## src/hdl/rle_run_tokenizer_defines.svh

```systemverilog
// Assertion macros shared by the run tokenizer RTL.
// Uses the clk and rst_n names of the module that includes it; no other dependencies.
`ifndef RLE_RUN_TOKENIZER_DEFINES_SVH
`define RLE_RUN_TOKENIZER_DEFINES_SVH

// Same-cycle implication, checked out of reset.
`define RLE_ASSERT_IMP(label, ante, cons, msg) \
    label: assert property (@(posedge clk) disable iff (!rst_n) (ante) |-> (cons)) \
        else $error(msg);

// Next-cycle implication, checked out of reset.
`define RLE_ASSERT_NXT(label, ante, cons, msg) \
    label: assert property (@(posedge clk) disable iff (!rst_n) (ante) |=> (cons)) \
        else $error(msg);

`endif

```

## src/hdl/rle_tok_pkg.sv

```systemverilog
// Types, codes and constants of the run tokenizer.
// No dependencies; imported by every module of the block.
package rle_tok_pkg;

    // Configuration port.
    localparam int CfgAddrW = 2;
    localparam int CfgDataW = 8;

    localparam logic [CfgAddrW-1:0] CFG_MIN_REPEAT = 2'd0;
    localparam logic [CfgAddrW-1:0] CFG_MAX_REPEAT = 2'd1;
    localparam logic [CfgAddrW-1:0] CFG_MIN_COPY   = 2'd2;
    localparam logic [CfgAddrW-1:0] CFG_MAX_COPY   = 2'd3;

    // Token kinds on the output channel.
    localparam logic [1:0] TOK_REPEAT = 2'd0;
    localparam logic [1:0] TOK_COPY   = 2'd1;
    localparam logic [1:0] TOK_ERROR  = 2'd2;

    // One byte can produce at most two tokens.
    localparam logic [1:0] MaxTokens = 2'd2;

    // Token queue; the depth must be a power of two so that pointers wrap.
    localparam int TokFifoDepth = 4;
    localparam int TokPtrW      = $clog2(TokFifoDepth);
    localparam int TokCntW      = $clog2(TokFifoDepth + 1);

    typedef struct packed {
        logic [7:0] data_byte;
        logic       last_byte;
    } byte_item_t;

    typedef struct packed {
        logic [1:0] token_kind;
        logic [7:0] run_length;
        logic [7:0] repeat_value;
        logic       stream_end;
    } token_t;

    // Registers hold the effective value: a written zero is kept as one.
    typedef struct packed {
        logic [7:0] min_repeat;
        logic [7:0] max_repeat;
        logic [7:0] min_copy;
        logic [7:0] max_copy;
    } cfg_t;

    localparam cfg_t CfgReset = '{
        min_repeat: 8'd2,
        max_repeat: 8'd128,
        min_copy:   8'd1,
        max_copy:   8'd128
    };

    typedef enum logic [1:0] {
        RUN_IDLE,
        RUN_REP,
        RUN_CPY
    } run_kind_t;

    // Open run and the error flag that drops bytes until the end of the stream.
    typedef struct packed {
        run_kind_t  kind;
        logic [7:0] count;
        logic [7:0] value;
        logic       err;
    } run_state_t;

    localparam run_state_t RunReset = '{
        kind:  RUN_IDLE,
        count: 8'd0,
        value: 8'd0,
        err:   1'b0
    };

    // Up to two tokens made by one byte, in stream order.
    typedef struct packed {
        logic [1:0] num;
        token_t     first;
        token_t     second;
    } tok_pair_t;

endpackage

```

## src/hdl/rle_run_tokenizer.sv

```systemverilog
// Top level of the greedy repeat/copy run tokenizer.
// Depends on rle_tok_pkg, rle_tok_step, rle_tok_fifo and the assertion macro header.
//
// Usage:
//   Bytes enter on the byte channel (byte_valid/byte_ready/byte_data); last_byte
//   marks the final byte of a stream and flushes the open run. Tokens leave on the
//   tok channel (tok_valid/tok_ready/tok_data); the final token of a stream has
//   stream_end set. After an error token, bytes give no tokens until the last
//   byte of the stream.
//   The configuration port writes one 8-bit register per cycle with cfg_we;
//   cfg_addr selects min_repeat, max_repeat, min_copy or max_copy. A written zero
//   acts as one. Write only while no token is in flight.
//   A transferred byte waits in the input register until the token queue has
//   room; it is then evaluated, and its tokens are offered from the queue.
//   Throughput: one byte per cycle while the receiver keeps up. A byte makes at
//   most two tokens and the output moves one token per cycle, so the four-entry
//   token queue sets the pace when two-token bytes come back to back.
//   Reset clears the open run, the token queue and the error flag, and loads the
//   register defaults (2, 128, 1, 128).
//   When the receiver stalls, tokens collect in the queue; the byte channel keeps
//   taking bytes until the queue has no room for two more tokens.
`include "rle_run_tokenizer_defines.svh"

module rle_run_tokenizer (
    input  logic                                clk,
    input  logic                                rst_n,
    input  logic                                byte_valid,
    output logic                                byte_ready,
    input  rle_tok_pkg::byte_item_t             byte_data,
    output logic                                tok_valid,
    input  logic                                tok_ready,
    output rle_tok_pkg::token_t                 tok_data,
    input  logic                                cfg_we,
    input  logic [rle_tok_pkg::CfgAddrW-1:0]    cfg_addr,
    input  logic [rle_tok_pkg::CfgDataW-1:0]    cfg_wdata
);
    import rle_tok_pkg::*;

    cfg_t       cfg_reg;
    logic [7:0] cfg_eff;
    logic       in_vld_reg;
    byte_item_t in_data_reg;
    run_state_t run_reg;
    run_state_t run_next;
    tok_pair_t  step_tokens;
    tok_pair_t  fifo_push;
    logic       fifo_room;
    logic       proc_go;

    // Configuration registers; a zero is stored as one.
    assign cfg_eff = (cfg_wdata == '0) ? 8'd1 : cfg_wdata;

    always_ff @(posedge clk or negedge rst_n)
    begin
        if (!rst_n)
        begin
            cfg_reg <= CfgReset;
        end
        else if (cfg_we)
        begin
            case (cfg_addr)
                CFG_MIN_REPEAT: cfg_reg.min_repeat <= cfg_eff;
                CFG_MAX_REPEAT: cfg_reg.max_repeat <= cfg_eff;
                CFG_MIN_COPY:   cfg_reg.min_copy   <= cfg_eff;
                CFG_MAX_COPY:   cfg_reg.max_copy   <= cfg_eff;
                default:
                begin
                end
            endcase
        end
    end

    // Input register; it refills in the same cycle that its byte is evaluated.
    assign proc_go    = in_vld_reg && fifo_room;
    assign byte_ready = !in_vld_reg || proc_go;

    always_ff @(posedge clk or negedge rst_n)
    begin
        if (!rst_n)
        begin
            in_vld_reg <= 1'b0;
        end
        else if (byte_ready)
        begin
            in_vld_reg <= byte_valid;
        end
    end

    always_ff @(posedge clk)
    begin
        if (byte_valid && byte_ready)
        begin
            in_data_reg <= byte_data;
        end
    end

    // Tokenizer step against the open run.
    rle_tok_step u_step (
        .cfg        (cfg_reg),
        .state      (run_reg),
        .item       (in_data_reg),
        .state_next (run_next),
        .tokens     (step_tokens)
    );

    always_ff @(posedge clk or negedge rst_n)
    begin
        if (!rst_n)
        begin
            run_reg <= RunReset;
        end
        else if (proc_go)
        begin
            run_reg <= run_next;
        end
    end

    // Tokens of an evaluated byte go into the queue.
    always_comb
    begin
        fifo_push = step_tokens;
        if (!proc_go)
        begin
            fifo_push.num = 2'd0;
        end
    end

    rle_tok_fifo u_fifo (
        .clk        (clk),
        .rst_n      (rst_n),
        .push       (fifo_push),
        .room       (fifo_room),
        .head_valid (tok_valid),
        .head_ready (tok_ready),
        .head       (tok_data)
    );

    // Checks on run state and token contents.
    `RLE_ASSERT_IMP(a_err_idle, run_reg.err, run_reg.kind == RUN_IDLE && run_reg.count == 8'd0, "error state with an open run")
    `RLE_ASSERT_NXT(a_last_rearms, proc_go && in_data_reg.last_byte, run_reg.kind == RUN_IDLE && !run_reg.err, "last byte did not close the stream")
    `RLE_ASSERT_IMP(a_err_token, tok_valid && tok_data.token_kind == TOK_ERROR, tok_data.run_length == 8'd0 && tok_data.stream_end, "malformed error token")
    `RLE_ASSERT_IMP(a_copy_token, tok_valid && tok_data.token_kind == TOK_COPY, tok_data.run_length != 8'd0 && tok_data.repeat_value == 8'd0, "malformed copy token")

endmodule

```

## src/hdl/rle_tok_fifo.sv

```systemverilog
// Small token queue that takes up to two tokens per cycle and gives one while head_ready is high.
// Depends on rle_tok_pkg for the token types and the queue depth.
module rle_tok_fifo (
    input  logic                   clk,
    input  logic                   rst_n,
    input  rle_tok_pkg::tok_pair_t push,
    output logic                   room,
    output logic                   head_valid,
    input  logic                   head_ready,
    output rle_tok_pkg::token_t    head
);
    import rle_tok_pkg::*;

    token_t               mem_reg [TokFifoDepth];
    logic [TokPtrW-1:0]   wr_ptr_reg;
    logic [TokPtrW-1:0]   wr_ptr_next;
    logic [TokPtrW-1:0]   wr_ptr_p1;
    logic [TokPtrW-1:0]   rd_ptr_reg;
    logic [TokPtrW-1:0]   rd_ptr_next;
    logic [TokCntW-1:0]   count_reg;
    logic [TokCntW-1:0]   count_next;
    logic                 pop;

    // Handshake toward the output and toward the tokenizer step.
    assign head_valid = (count_reg != '0);
    assign head       = mem_reg[rd_ptr_reg];
    assign pop        = head_valid && head_ready;
    assign room       = (count_reg <= TokCntW'(TokFifoDepth - int'(MaxTokens)));

    // Pointer and fill count updates.
    assign wr_ptr_p1   = TokPtrW'(wr_ptr_reg + 1'b1);
    assign wr_ptr_next = TokPtrW'(wr_ptr_reg + TokPtrW'(push.num));
    assign rd_ptr_next = TokPtrW'(rd_ptr_reg + TokPtrW'(pop));
    assign count_next  = TokCntW'(count_reg + TokCntW'(push.num) - TokCntW'(pop));

    always_ff @(posedge clk or negedge rst_n)
    begin
        if (!rst_n)
        begin
            wr_ptr_reg <= '0;
            rd_ptr_reg <= '0;
            count_reg  <= '0;
        end
        else
        begin
            wr_ptr_reg <= wr_ptr_next;
            rd_ptr_reg <= rd_ptr_next;
            count_reg  <= count_next;
        end
    end

    // Token storage; the second token goes into the slot after the first.
    always_ff @(posedge clk)
    begin
        if (push.num != 2'd0)
        begin
            mem_reg[wr_ptr_reg] <= push.first;
        end
        if (push.num == MaxTokens)
        begin
            mem_reg[wr_ptr_p1] <= push.second;
        end
    end

endmodule

```

## src/hdl/rle_tok_step.sv

```systemverilog
// Combinational tokenizer step: one byte against the open run gives the next
// run state and up to two tokens. Depends on rle_tok_pkg.
module rle_tok_step (
    input  rle_tok_pkg::cfg_t       cfg,
    input  rle_tok_pkg::run_state_t state,
    input  rle_tok_pkg::byte_item_t item,
    output rle_tok_pkg::run_state_t state_next,
    output rle_tok_pkg::tok_pair_t  tokens
);
    import rle_tok_pkg::*;

    typedef struct packed {
        run_state_t st;
        tok_pair_t  tl;
    } work_t;

    function automatic token_t make_tok(logic [1:0] kind, logic [7:0] len, logic [7:0] val);
        token_t t;
        t.token_kind   = kind;
        t.run_length   = len;
        t.repeat_value = val;
        t.stream_end   = 1'b0;
        return t;
    endfunction

    // Append a token; anything past the second is dropped.
    function automatic work_t push_tok(work_t w, token_t t);
        work_t r;
        r = w;
        if (w.tl.num == 2'd0)
        begin
            r.tl.first = t;
        end
        else if (w.tl.num == 2'd1)
        begin
            r.tl.second = t;
        end
        if (w.tl.num < MaxTokens)
        begin
            r.tl.num = w.tl.num + 2'd1;
        end
        return r;
    endfunction

    function automatic work_t go_idle(work_t w);
        work_t r;
        r = w;
        r.st.kind  = RUN_IDLE;
        r.st.count = 8'd0;
        r.st.value = 8'd0;
        return r;
    endfunction

    // An error token closes the stream and drops bytes until its last byte.
    function automatic work_t fail(work_t w);
        work_t  r;
        token_t t;
        t            = make_tok(TOK_ERROR, 8'd0, 8'd0);
        t.stream_end = 1'b1;
        r            = push_tok(w, t);
        r.st.err     = 1'b1;
        r            = go_idle(r);
        return r;
    endfunction

    function automatic work_t emit_copy(work_t w, logic [7:0] k, cfg_t c);
        work_t r;
        if (k != 8'd0 && k >= c.min_copy)
        begin
            r = push_tok(w, make_tok(TOK_COPY, k, 8'd0));
        end
        else
        begin
            r = fail(w);
        end
        return r;
    endfunction

    // A byte with no run open starts one, or is a one-byte repeat token if max_repeat and min_repeat are one.
    function automatic work_t feed_idle(work_t w, logic [7:0] b, cfg_t c);
        work_t r;
        r = w;
        if (c.max_repeat > 8'd1)
        begin
            r.st.kind  = RUN_REP;
            r.st.count = 8'd1;
            r.st.value = b;
        end
        else if (c.min_repeat <= 8'd1)
        begin
            r = push_tok(r, make_tok(TOK_REPEAT, 8'd1, b));
            r = go_idle(r);
        end
        else
        begin
            r.st.kind  = RUN_CPY;
            r.st.count = 8'd1;
            r.st.value = b;
        end
        return r;
    endfunction

    // Flush of the open run on the last byte of the stream.
    function automatic work_t finish(work_t w, cfg_t c);
        work_t r;
        r = w;
        if (!w.st.err)
        begin
            case (w.st.kind)
                RUN_REP:
                begin
                    if (w.st.count >= c.min_repeat)
                    begin
                        r = push_tok(r, make_tok(TOK_REPEAT, w.st.count, w.st.value));
                    end
                    else if (w.st.count >= 8'd2)
                    begin
                        r = fail(r);
                    end
                    else
                    begin
                        r = emit_copy(r, 8'd1, c);
                    end
                end
                RUN_CPY:
                begin
                    r = emit_copy(r, w.st.count, c);
                end
                default:
                begin
                end
            endcase
        end
        return r;
    endfunction

    always_comb
    begin
        work_t      w;
        logic [7:0] b;
        logic [7:0] v;
        logic [7:0] cnt_inc;
        logic [7:0] cnt_dec;

        b       = item.data_byte;
        v       = state.value;
        cnt_inc = state.count + 8'd1;
        cnt_dec = state.count - 8'd1;
        w.st    = state;
        w.tl    = '0;

        if (state.err)
        begin
            // Bytes are dropped; the last byte of the stream rearms the block.
            if (item.last_byte)
            begin
                w.st = RunReset;
            end
        end
        else
        begin
            case (state.kind)
                RUN_IDLE:
                begin
                    w = feed_idle(w, b, cfg);
                end
                RUN_REP:
                begin
                    if (b == v)
                    begin
                        // The run grows; at its cap it is closed, or gives an error below min_repeat.
                        w.st.count = cnt_inc;
                        if (cnt_inc >= cfg.max_repeat)
                        begin
                            if (cnt_inc >= cfg.min_repeat)
                            begin
                                w = push_tok(w, make_tok(TOK_REPEAT, cnt_inc, v));
                                w = go_idle(w);
                            end
                            else
                            begin
                                w = fail(w);
                            end
                        end
                    end
                    else if (state.count >= cfg.min_repeat)
                    begin
                        w = push_tok(w, make_tok(TOK_REPEAT, state.count, v));
                        w = go_idle(w);
                        w = feed_idle(w, b, cfg);
                    end
                    else if (state.count >= 8'd2)
                    begin
                        w = fail(w);
                    end
                    else if (cfg.max_copy > 8'd1)
                    begin
                        // A single byte turns into a copy run that takes this byte.
                        w.st.kind  = RUN_CPY;
                        w.st.count = 8'd2;
                        w.st.value = b;
                    end
                    else
                    begin
                        w = emit_copy(w, 8'd1, cfg);
                        if (!w.st.err)
                        begin
                            w = go_idle(w);
                            w = feed_idle(w, b, cfg);
                        end
                    end
                end
                RUN_CPY:
                begin
                    if (b == v)
                    begin
                        // An equal pair ends the copy run before its first byte.
                        w = emit_copy(w, cnt_dec, cfg);
                        if (!w.st.err)
                        begin
                            w = go_idle(w);
                            if (cfg.max_repeat > 8'd1)
                            begin
                                if (cfg.max_repeat <= 8'd2)
                                begin
                                    if (cfg.min_repeat <= 8'd2)
                                    begin
                                        w = push_tok(w, make_tok(TOK_REPEAT, 8'd2, v));
                                        w = go_idle(w);
                                    end
                                    else
                                    begin
                                        w = fail(w);
                                    end
                                end
                                else
                                begin
                                    w.st.kind  = RUN_REP;
                                    w.st.count = 8'd2;
                                    w.st.value = v;
                                end
                            end
                            else if (cfg.min_repeat <= 8'd1)
                            begin
                                w = push_tok(w, make_tok(TOK_REPEAT, 8'd1, v));
                                w = push_tok(w, make_tok(TOK_REPEAT, 8'd1, v));
                            end
                            else
                            begin
                                w = fail(w);
                            end
                        end
                    end
                    else if (state.count < cfg.max_copy)
                    begin
                        w.st.count = cnt_inc;
                        w.st.value = b;
                    end
                    else
                    begin
                        w = emit_copy(w, state.count, cfg);
                        if (!w.st.err)
                        begin
                            w = go_idle(w);
                            w = feed_idle(w, b, cfg);
                        end
                    end
                end
                default:
                begin
                    w = go_idle(w);
                end
            endcase

            // End of stream: flush and mark the final token.
            if (item.last_byte)
            begin
                w = finish(w, cfg);
                if (w.tl.num == 2'd1)
                begin
                    w.tl.first.stream_end = 1'b1;
                end
                else if (w.tl.num == MaxTokens)
                begin
                    w.tl.second.stream_end = 1'b1;
                end
                w.st = RunReset;
            end
        end

        state_next = w.st;
        tokens     = w.tl;
    end

endmodule

```

## config.mk

```make
export PLATFORM = sky130hd
export DESIGN_NAME = rle_run_tokenizer
export DESIGN_NICKNAME = d
export VERILOG_FILES = /design/src/hdl/rle_tok_pkg.sv /design/src/hdl/rle_run_tokenizer.sv /design/src/hdl/rle_tok_fifo.sv /design/src/hdl/rle_tok_step.sv
export VERILOG_INCLUDE_DIRS = /design/src /design/src/hdl
export SDC_FILE = /design/constraint.sdc
export NUM_CORES = 1
export LEC_CHECK = 0
export BUFFER_PORTS_ARGS = -buffer_cell sky130_fd_sc_hd__buf_2
export CAP_MARGIN = 10
export CORE_MARGIN = 5
export CORE_UTILIZATION = 63
export CTS_BUF_LIST = sky130_fd_sc_hd__clkbuf_16
export DETAILED_ROUTE_END_ITERATION = 10
export PLACE_DENSITY = 0.81
export SYNTH_ARGS = -nofsm -noshare
export SYNTH_HDL_FRONTEND = slang
export SYNTH_SLANG_ARGS = --single-unit
```

## constraint.sdc

```tcl
create_clock -name clk -period 8.6 [get_ports clk]
set_input_delay 1.72 -clock clk [delete_from_list [all_inputs] [get_ports clk]]
set_output_delay 1.72 -clock clk [all_outputs]
set_load 0.05 [all_outputs]
```

# After elaboration in Yosys (flattened, before gate mapping)
# Memories as Yosys holds them, arrays and structs flattened.
# Cells that the tools add are included.
word_totals:
  ram_bits: 76
  out_inout_bits: 21
  word_cells: 213
  inputBits: 24
  rom_bits: 0
  ff_bits: 68
  latchBits: 0
  memories: 1
op_classes:
  bitwise: 0
  magnitude_cmp: 23
  reduce_logical: 27
  add_sub_neg: 13
  multipliers: 0
  n_div: 0
  shift: 0
  eq_ne: 18
  muxes: 117
mem_list:
  columns: ["memory", "words", "word_bits", "rd", "rd_clocked_by_memory_dff", "write_ports", "line_no", "source"]
  rows:
  - ["u_fifo.mem_reg", 4, 19, 1, 0, 2, "rle_tok_fifo.sv:14", "token_t mem_reg [TokFifoDepth];"]
ops:
  columns: ["operator", "n"]
  rows:
  - ["59-bit 2-to-1 mux", 27]
  - ["19-bit 2-to-1 mux", 33]
  - ["41-bit 2-to-1 mux", 10]
  - ["40-bit 2-to-1 mux", 7]
  - ["59-bit case mux with 3 select lines", 1]
  - ["38-bit 2-to-1 mux", 4]
  - ["40-bit case mux with 2 select lines", 1]
  - ["8-bit greater-or-equal comparator", 7]
  - ["18-bit 2-to-1 mux", 3]
  - ["39-bit 2-to-1 mux", 1]
  - ["2-bit 2-to-1 mux", 18]
  - ["17-bit 2-to-1 mux", 2]
  - ["8-bit nonzero test", 3]
  - ["2-bit by 1-bit equality test with 1-bit output (second input constant)", 10]
  - ["8-bit by 2-bit greater-or-equal comparator with 1-bit output (second input constant)", 2]
  - ["8-bit by 1-bit greater-than comparator with 1-bit output (second input constant)", 2]
  - ["8-bit by 2-bit <= comparator with 1-bit output (second input constant)", 2]
  - ["2-bit zero test", 8]
  - ["16-bit 2-to-1 mux", 1]
  - ["2-bit by 1-bit adder with 2-bit output (second input constant)", 7]
  - ["2-bit equality test (second input constant)", 6]
  - ["2-bit < comparator (second input constant)", 6]
  - ["10-bit 2-to-1 mux", 1]
  - ["2-bit AND reduction", 5]
  - ["20 further kinds", 31]

# Logic depth before layout (Yosys ltp)
logic_depth:
  word_depth: 43
  depth_mapped: 25
  depth_no_buf: 24

# By module
# Synthesis repeated with hierarchy kept, for this count alone.
hier_totals:
  hier_cells: 995
  hier_area_um2: 10714.0
modules_own_cells:
  columns: ["mod", "area_each_um2", "cells_per_inst", "instances", "seq_area_each_um2"]
  rows:
  - ["rle_tok_step", 4242.8, 641, 1, 0.0]
  - ["rle_tok_fifo", 4205.3, 224, 1, 2457.4]
  - ["rle_run_tokenizer", 2265.9, 130, 1, 1576.5]

# Least setup slack after synthesis
# Ideal clock, no wire load.
synth_path:
  path_type: "register to register"
  from: "register run_reg[9] in the netlist's numbering"
  to: "memory u_fifo.mem_reg[0][0] in the netlist's numbering (enable)"
  slack_ns: 2.276
  synth_period_minus_slack_ns: 6.324
  required_ns: 8.175
  t_arrival_ns: 5.899
  setup_time_ns: 0.425
  n_path_buf: 1
  stages_incl_launch_ff: 22
  path_cell_list: "dfrtp_1 -> clkbuf_1 -> inv_1 -> ha_1 -> nor3b_1 -> nand3_1 -> xnor2_1 -> ha_1 -> nand2_1 -> nor2_1 -> a41oi_1 -> a211o_1 -> o2bb2ai_1 -> nand2_1 -> o21ai_0 -> ha_1 -> nor2_1 -> nor2_1 -> a2111oi_4 -> a211oi_1 -> nor2_1 -> o31ai_1"
synth_lines:
  columns: ["element", "line_no", "source"]
  rows:
  - ["from (decl)", "rle_run_tokenizer.sv:43", "run_state_t run_reg;"]
  - ["from (signal assigned)", "rle_run_tokenizer.sv:110", "run_reg <= RunReset;"]
  - ["from (signal assigned)", "rle_run_tokenizer.sv:114", "run_reg <= run_next;"]
  - ["to (decl)", "rle_tok_fifo.sv:14", null]

==> impl_results.md <==
* Result of the run: complete, no violations
* Number of enable-type register cells in the synthesized netlist at 85
* Die Area at 0.0191 sq mm
* Rel. slew slack at 21.4%
* Worst Tran Pin Value at 1.17 ns
* Vias in the first global route at 8270
* Async set-reset flop share out of synthesis at 41.0%
* Iter 0 DRT Violations at 1070
* RePlAce Congestion at 0.996
* Post-CTS setup buffers at 0
* DRC violation count after routing at 0
* Syn_nets at 1077
* Post-CTS clock slew at the launch and capture registers of the worst setup and hold paths at 0.07 ns
* Register bit total from synthesis at 144
* H-tree level count at 4
* Hold Crit Class: reg2reg
* Residual antenna-violating net count after detailed routing at 0
* Global-route met3 utilization at 4.01%
* Total global routing track utilization at 30.7%
* Syn Inst Count at 974
* Total via count in the routed design at 8504
* Synth warnings at 0
* Number of distinct library cells after synthesis at 92
* Final hold violation count at 0
* Core Box Area at 0.0163 sq mm
* Cell class contributing the biggest share of worst-path delay: compound AO/OA/AOI/OAI gates
* Highest-delay cell along the critical path: nor2_1
* Pleak at 4.67 nW
* Vias per Instance at 6.86
* Data required time at the worst endpoint at 8.73 ns
* Global-route track usage on met1 at 41.8%
* Crit-path most repeated cell: nor2_1
* TritonCTS clock tree: built
* Most frequent cells after synthesis: 85 x edfxtp_1, 78 x ha_1, 71 x mux2i_1
* Cell area after layout at 0.0114 sq mm
* Port Buffer Count at 44
* Half-perimeter wire length after detailed placement at 21700 um
* Max reg flops at 76
* Most Used Layer, Global Route: met2
* Source-to-sink clock delay at the later pin of the worst-skew pair at 0.44 ns
* Number of clock sinks at 144
* Leftover overflow at the end of global routing at 0
* Sequential area share after synthesis at 38.9%
* Combined area of all synthesized cells at 0.0104 sq mm
* Final core occ at 69.7%
* Minimum clock period after layout at 6.91 ns
* Endpoint class of the critical path: flop
* Fraction of final layout cells sized beyond drive strength 1 at 15.8%
* Maximum clock skew at final layout at 0.0117 ns
* Number of buffers inserted for hold repair after clock tree synthesis at 0
* Cell accounting for the most synthesized area: edfxtp_1
* Data arrival time at the worst-slack endpoint at 7.04 ns
* CP Class: reg2reg
* Area growth, synth to finish at 9.85%
* Final wirelength at 29300 um
* Worst supply voltage drop on vdd at 169 uV
* Proportion of netlist area held by the largest area contributor at 24.6%
* Most frequent cell after synthesis: edfxtp_1
* Final slew viol count at 0
* Routed len/inst at 23.6 um
* Total clock buffers created by CTS at 17
* Clk Tree Root Cell: clkbuf_16
* Worst hold slack across all endpoints at 0.495 ns
* Most used flip-flop cell after synthesis: edfxtp_1
* Final layout net count at 1110
* Per-instance average area after synthesis at 10.7 sq um
* Longest individual stage delay on the worst path at 0.66 ns
* RSZ-0062 raised after global routing: no
* Power per cell area at 304 mW/mm^2
* Number of antenna violations at the first check in global routing at 0
* Horizontal die dimension at 138 um
* Post-DP Area at 0.0108 sq mm
* Site row count at 47
* Cell-by-cell listing of the critical path: inv_1 > ha_1 > nor3b_1 > nand3_1 > xnor2_1 > ha_1 > nand2_1 > nor2_1 > a41oi_1 > a211o_1 > o2bb2ai_1 > nand2_1 > o21ai_0 > inv_1 > ha_1 > nor2_1 > nor2_1 > a2111oi_0 > a211oi_1 > mux2i_1 > nor2_1 > buf_4
* Vertical die dimension at 138 um
* Cell types occupying the most area after synthesis: edfxtp_1 25%, dfrtp_1 13%, ha_1 9.4%, mux2i_1 6.9%, mux4_2 4.1%
* Post-cts resize count at 0
* Detailed-router iteration count before antenna repair at 6
* Number of buffers on the longest clock path at 2
* Highest Clock Rate at 145 MHz
* Met2 track demand over resource in global routing at 49.4%
* Final cycle utilization of the critical path at 80.4%
* Setup violators final at 0
* Largest net degree at the start of global routing at 60
* Number of diodes at 0
* Initial Util at 63.5%
* Number of maximum-capacitance constraint violations at 0
* Global-route wire length before repair at 46400 um
* Buffers & Inverters on Critical Path at 3
* Biggest fanout along the worst timing path at 18
* Kind of launch point of the worst setup path: flop
* Total negative slack for setup checks at 0 ns
* # IOs at 45
## path summary, 6_finish.rpt
check                                                    from                         endpoint  slack [ns]  cells after the start
worst min-delay path            u_fifo.count_reg[2]$_DFF_PN0_    u_fifo.count_reg[2]$_DFF_PN0_        0.50                      1
min in group asynchronous                               rst_n   u_fifo.wr_ptr_reg[1]$_DFF_PN0_        1.44                      2
worst max register to register         run_reg[9]$_DFFE_PN0P_  u_fifo.mem_reg[1][17]$_DFFE_PP_        1.69                     22
worst max-delay path                   run_reg[9]$_DFFE_PN0P_  u_fifo.mem_reg[1][17]$_DFFE_PP_        1.69                     22
worst min register to register  u_fifo.count_reg[2]$_DFF_PN0_    u_fifo.count_reg[2]$_DFF_PN0_        0.50                      1
max in group asynchronous                               rst_n          run_reg[16]$_DFFE_PN0P_        6.58                      2
## cell type report
| class | count | area, sq um |
|---|---|---|
| inverter | 62 | 233 |
| tap | 220 | 275 |
| sequential | 144 | 4030 |
| timing repair buffer | 55 | 303 |
| clock buffer | 17 | 425 |
| fill | 1239 | 4950 |
| multi-input combinational | 727 | 5930 |
| clock inverter | 15 | 191 |
## metal layers
| metal | wire length (um) | vias to the layer above |
|---|---|---|
| li1 | - | 3842 |
| met1 | 12100 | 4120 |
| met2 | 13700 | 442 |
| met3 | 2120 | 100 |
| met4 | 1370 | 0 |
| met5 | 0 | - |
## per-stage QoR
step / setup WS [ns] / instances / total power (W)
after floorplan: 2.28 / 974 / 0.00224
after global placement: 2.04 / 1208 / 0.00262
after detailed placement: 1.89 / 1208 / 0.00266
after CTS: 1.82 / 1240 / 0.00345
after global routing: 1.14 / 1240 / 0.00365
final: 1.69 / 1240 / 0.00347
## report_power, final
part / internal, W / total, W / switching (W)
registers: 0.000924 / 0.00109 / 0.000168
clock network: 0.000419 / 0.000772 / 0.000353
logic: 0.000548 / 0.00160 / 0.00106
total: 0.00189 / 0.00347 / 0.00158
## kinds of logic after synthesis
logic type	after synthesis	share of synthesized area, %
xor+xnor	29	2.45
simple gates	242	12.6
mux	112	13.4
buf+inv	103	4.14
fa+ha+maj	80	9.70
flops	144	38.9
compound gates	264	18.9
## cells in the final DEF (no fill, tap or decap), types with 14 or more instances in the layout
| cell | Yosys | final |
|---|---|---|
| a211oi_1 | 15 | 15 |
| dfrtp_1 | 55 | 55 |
| o21ai_0 | 50 | 49 |
| mux2_2 | 21 | 21 |
| mux2i_1 | 71 | 71 |
| a21oi_1 | 32 | 32 |
| ha_1 | 78 | 78 |
| mux4_2 | 19 | 19 |
| buf_2 | 10 | 44 |
| a22o_1 | 27 | 27 |
| edfxtp_1 | 85 | 85 |
| inv_1 | 61 | 61 |
| nor3_1 | 15 | 15 |
| clkbuf_16 | 0 | 17 |
| nand3_1 | 28 | 28 |
| nor2_1 | 37 | 37 |
| nand2_1 | 64 | 64 |
| a22oi_1 | 22 | 22 |
| xnor2_1 | 15 | 15 |
| xor2_1 | 14 | 14 |
(Power assumes the default switching activity.)
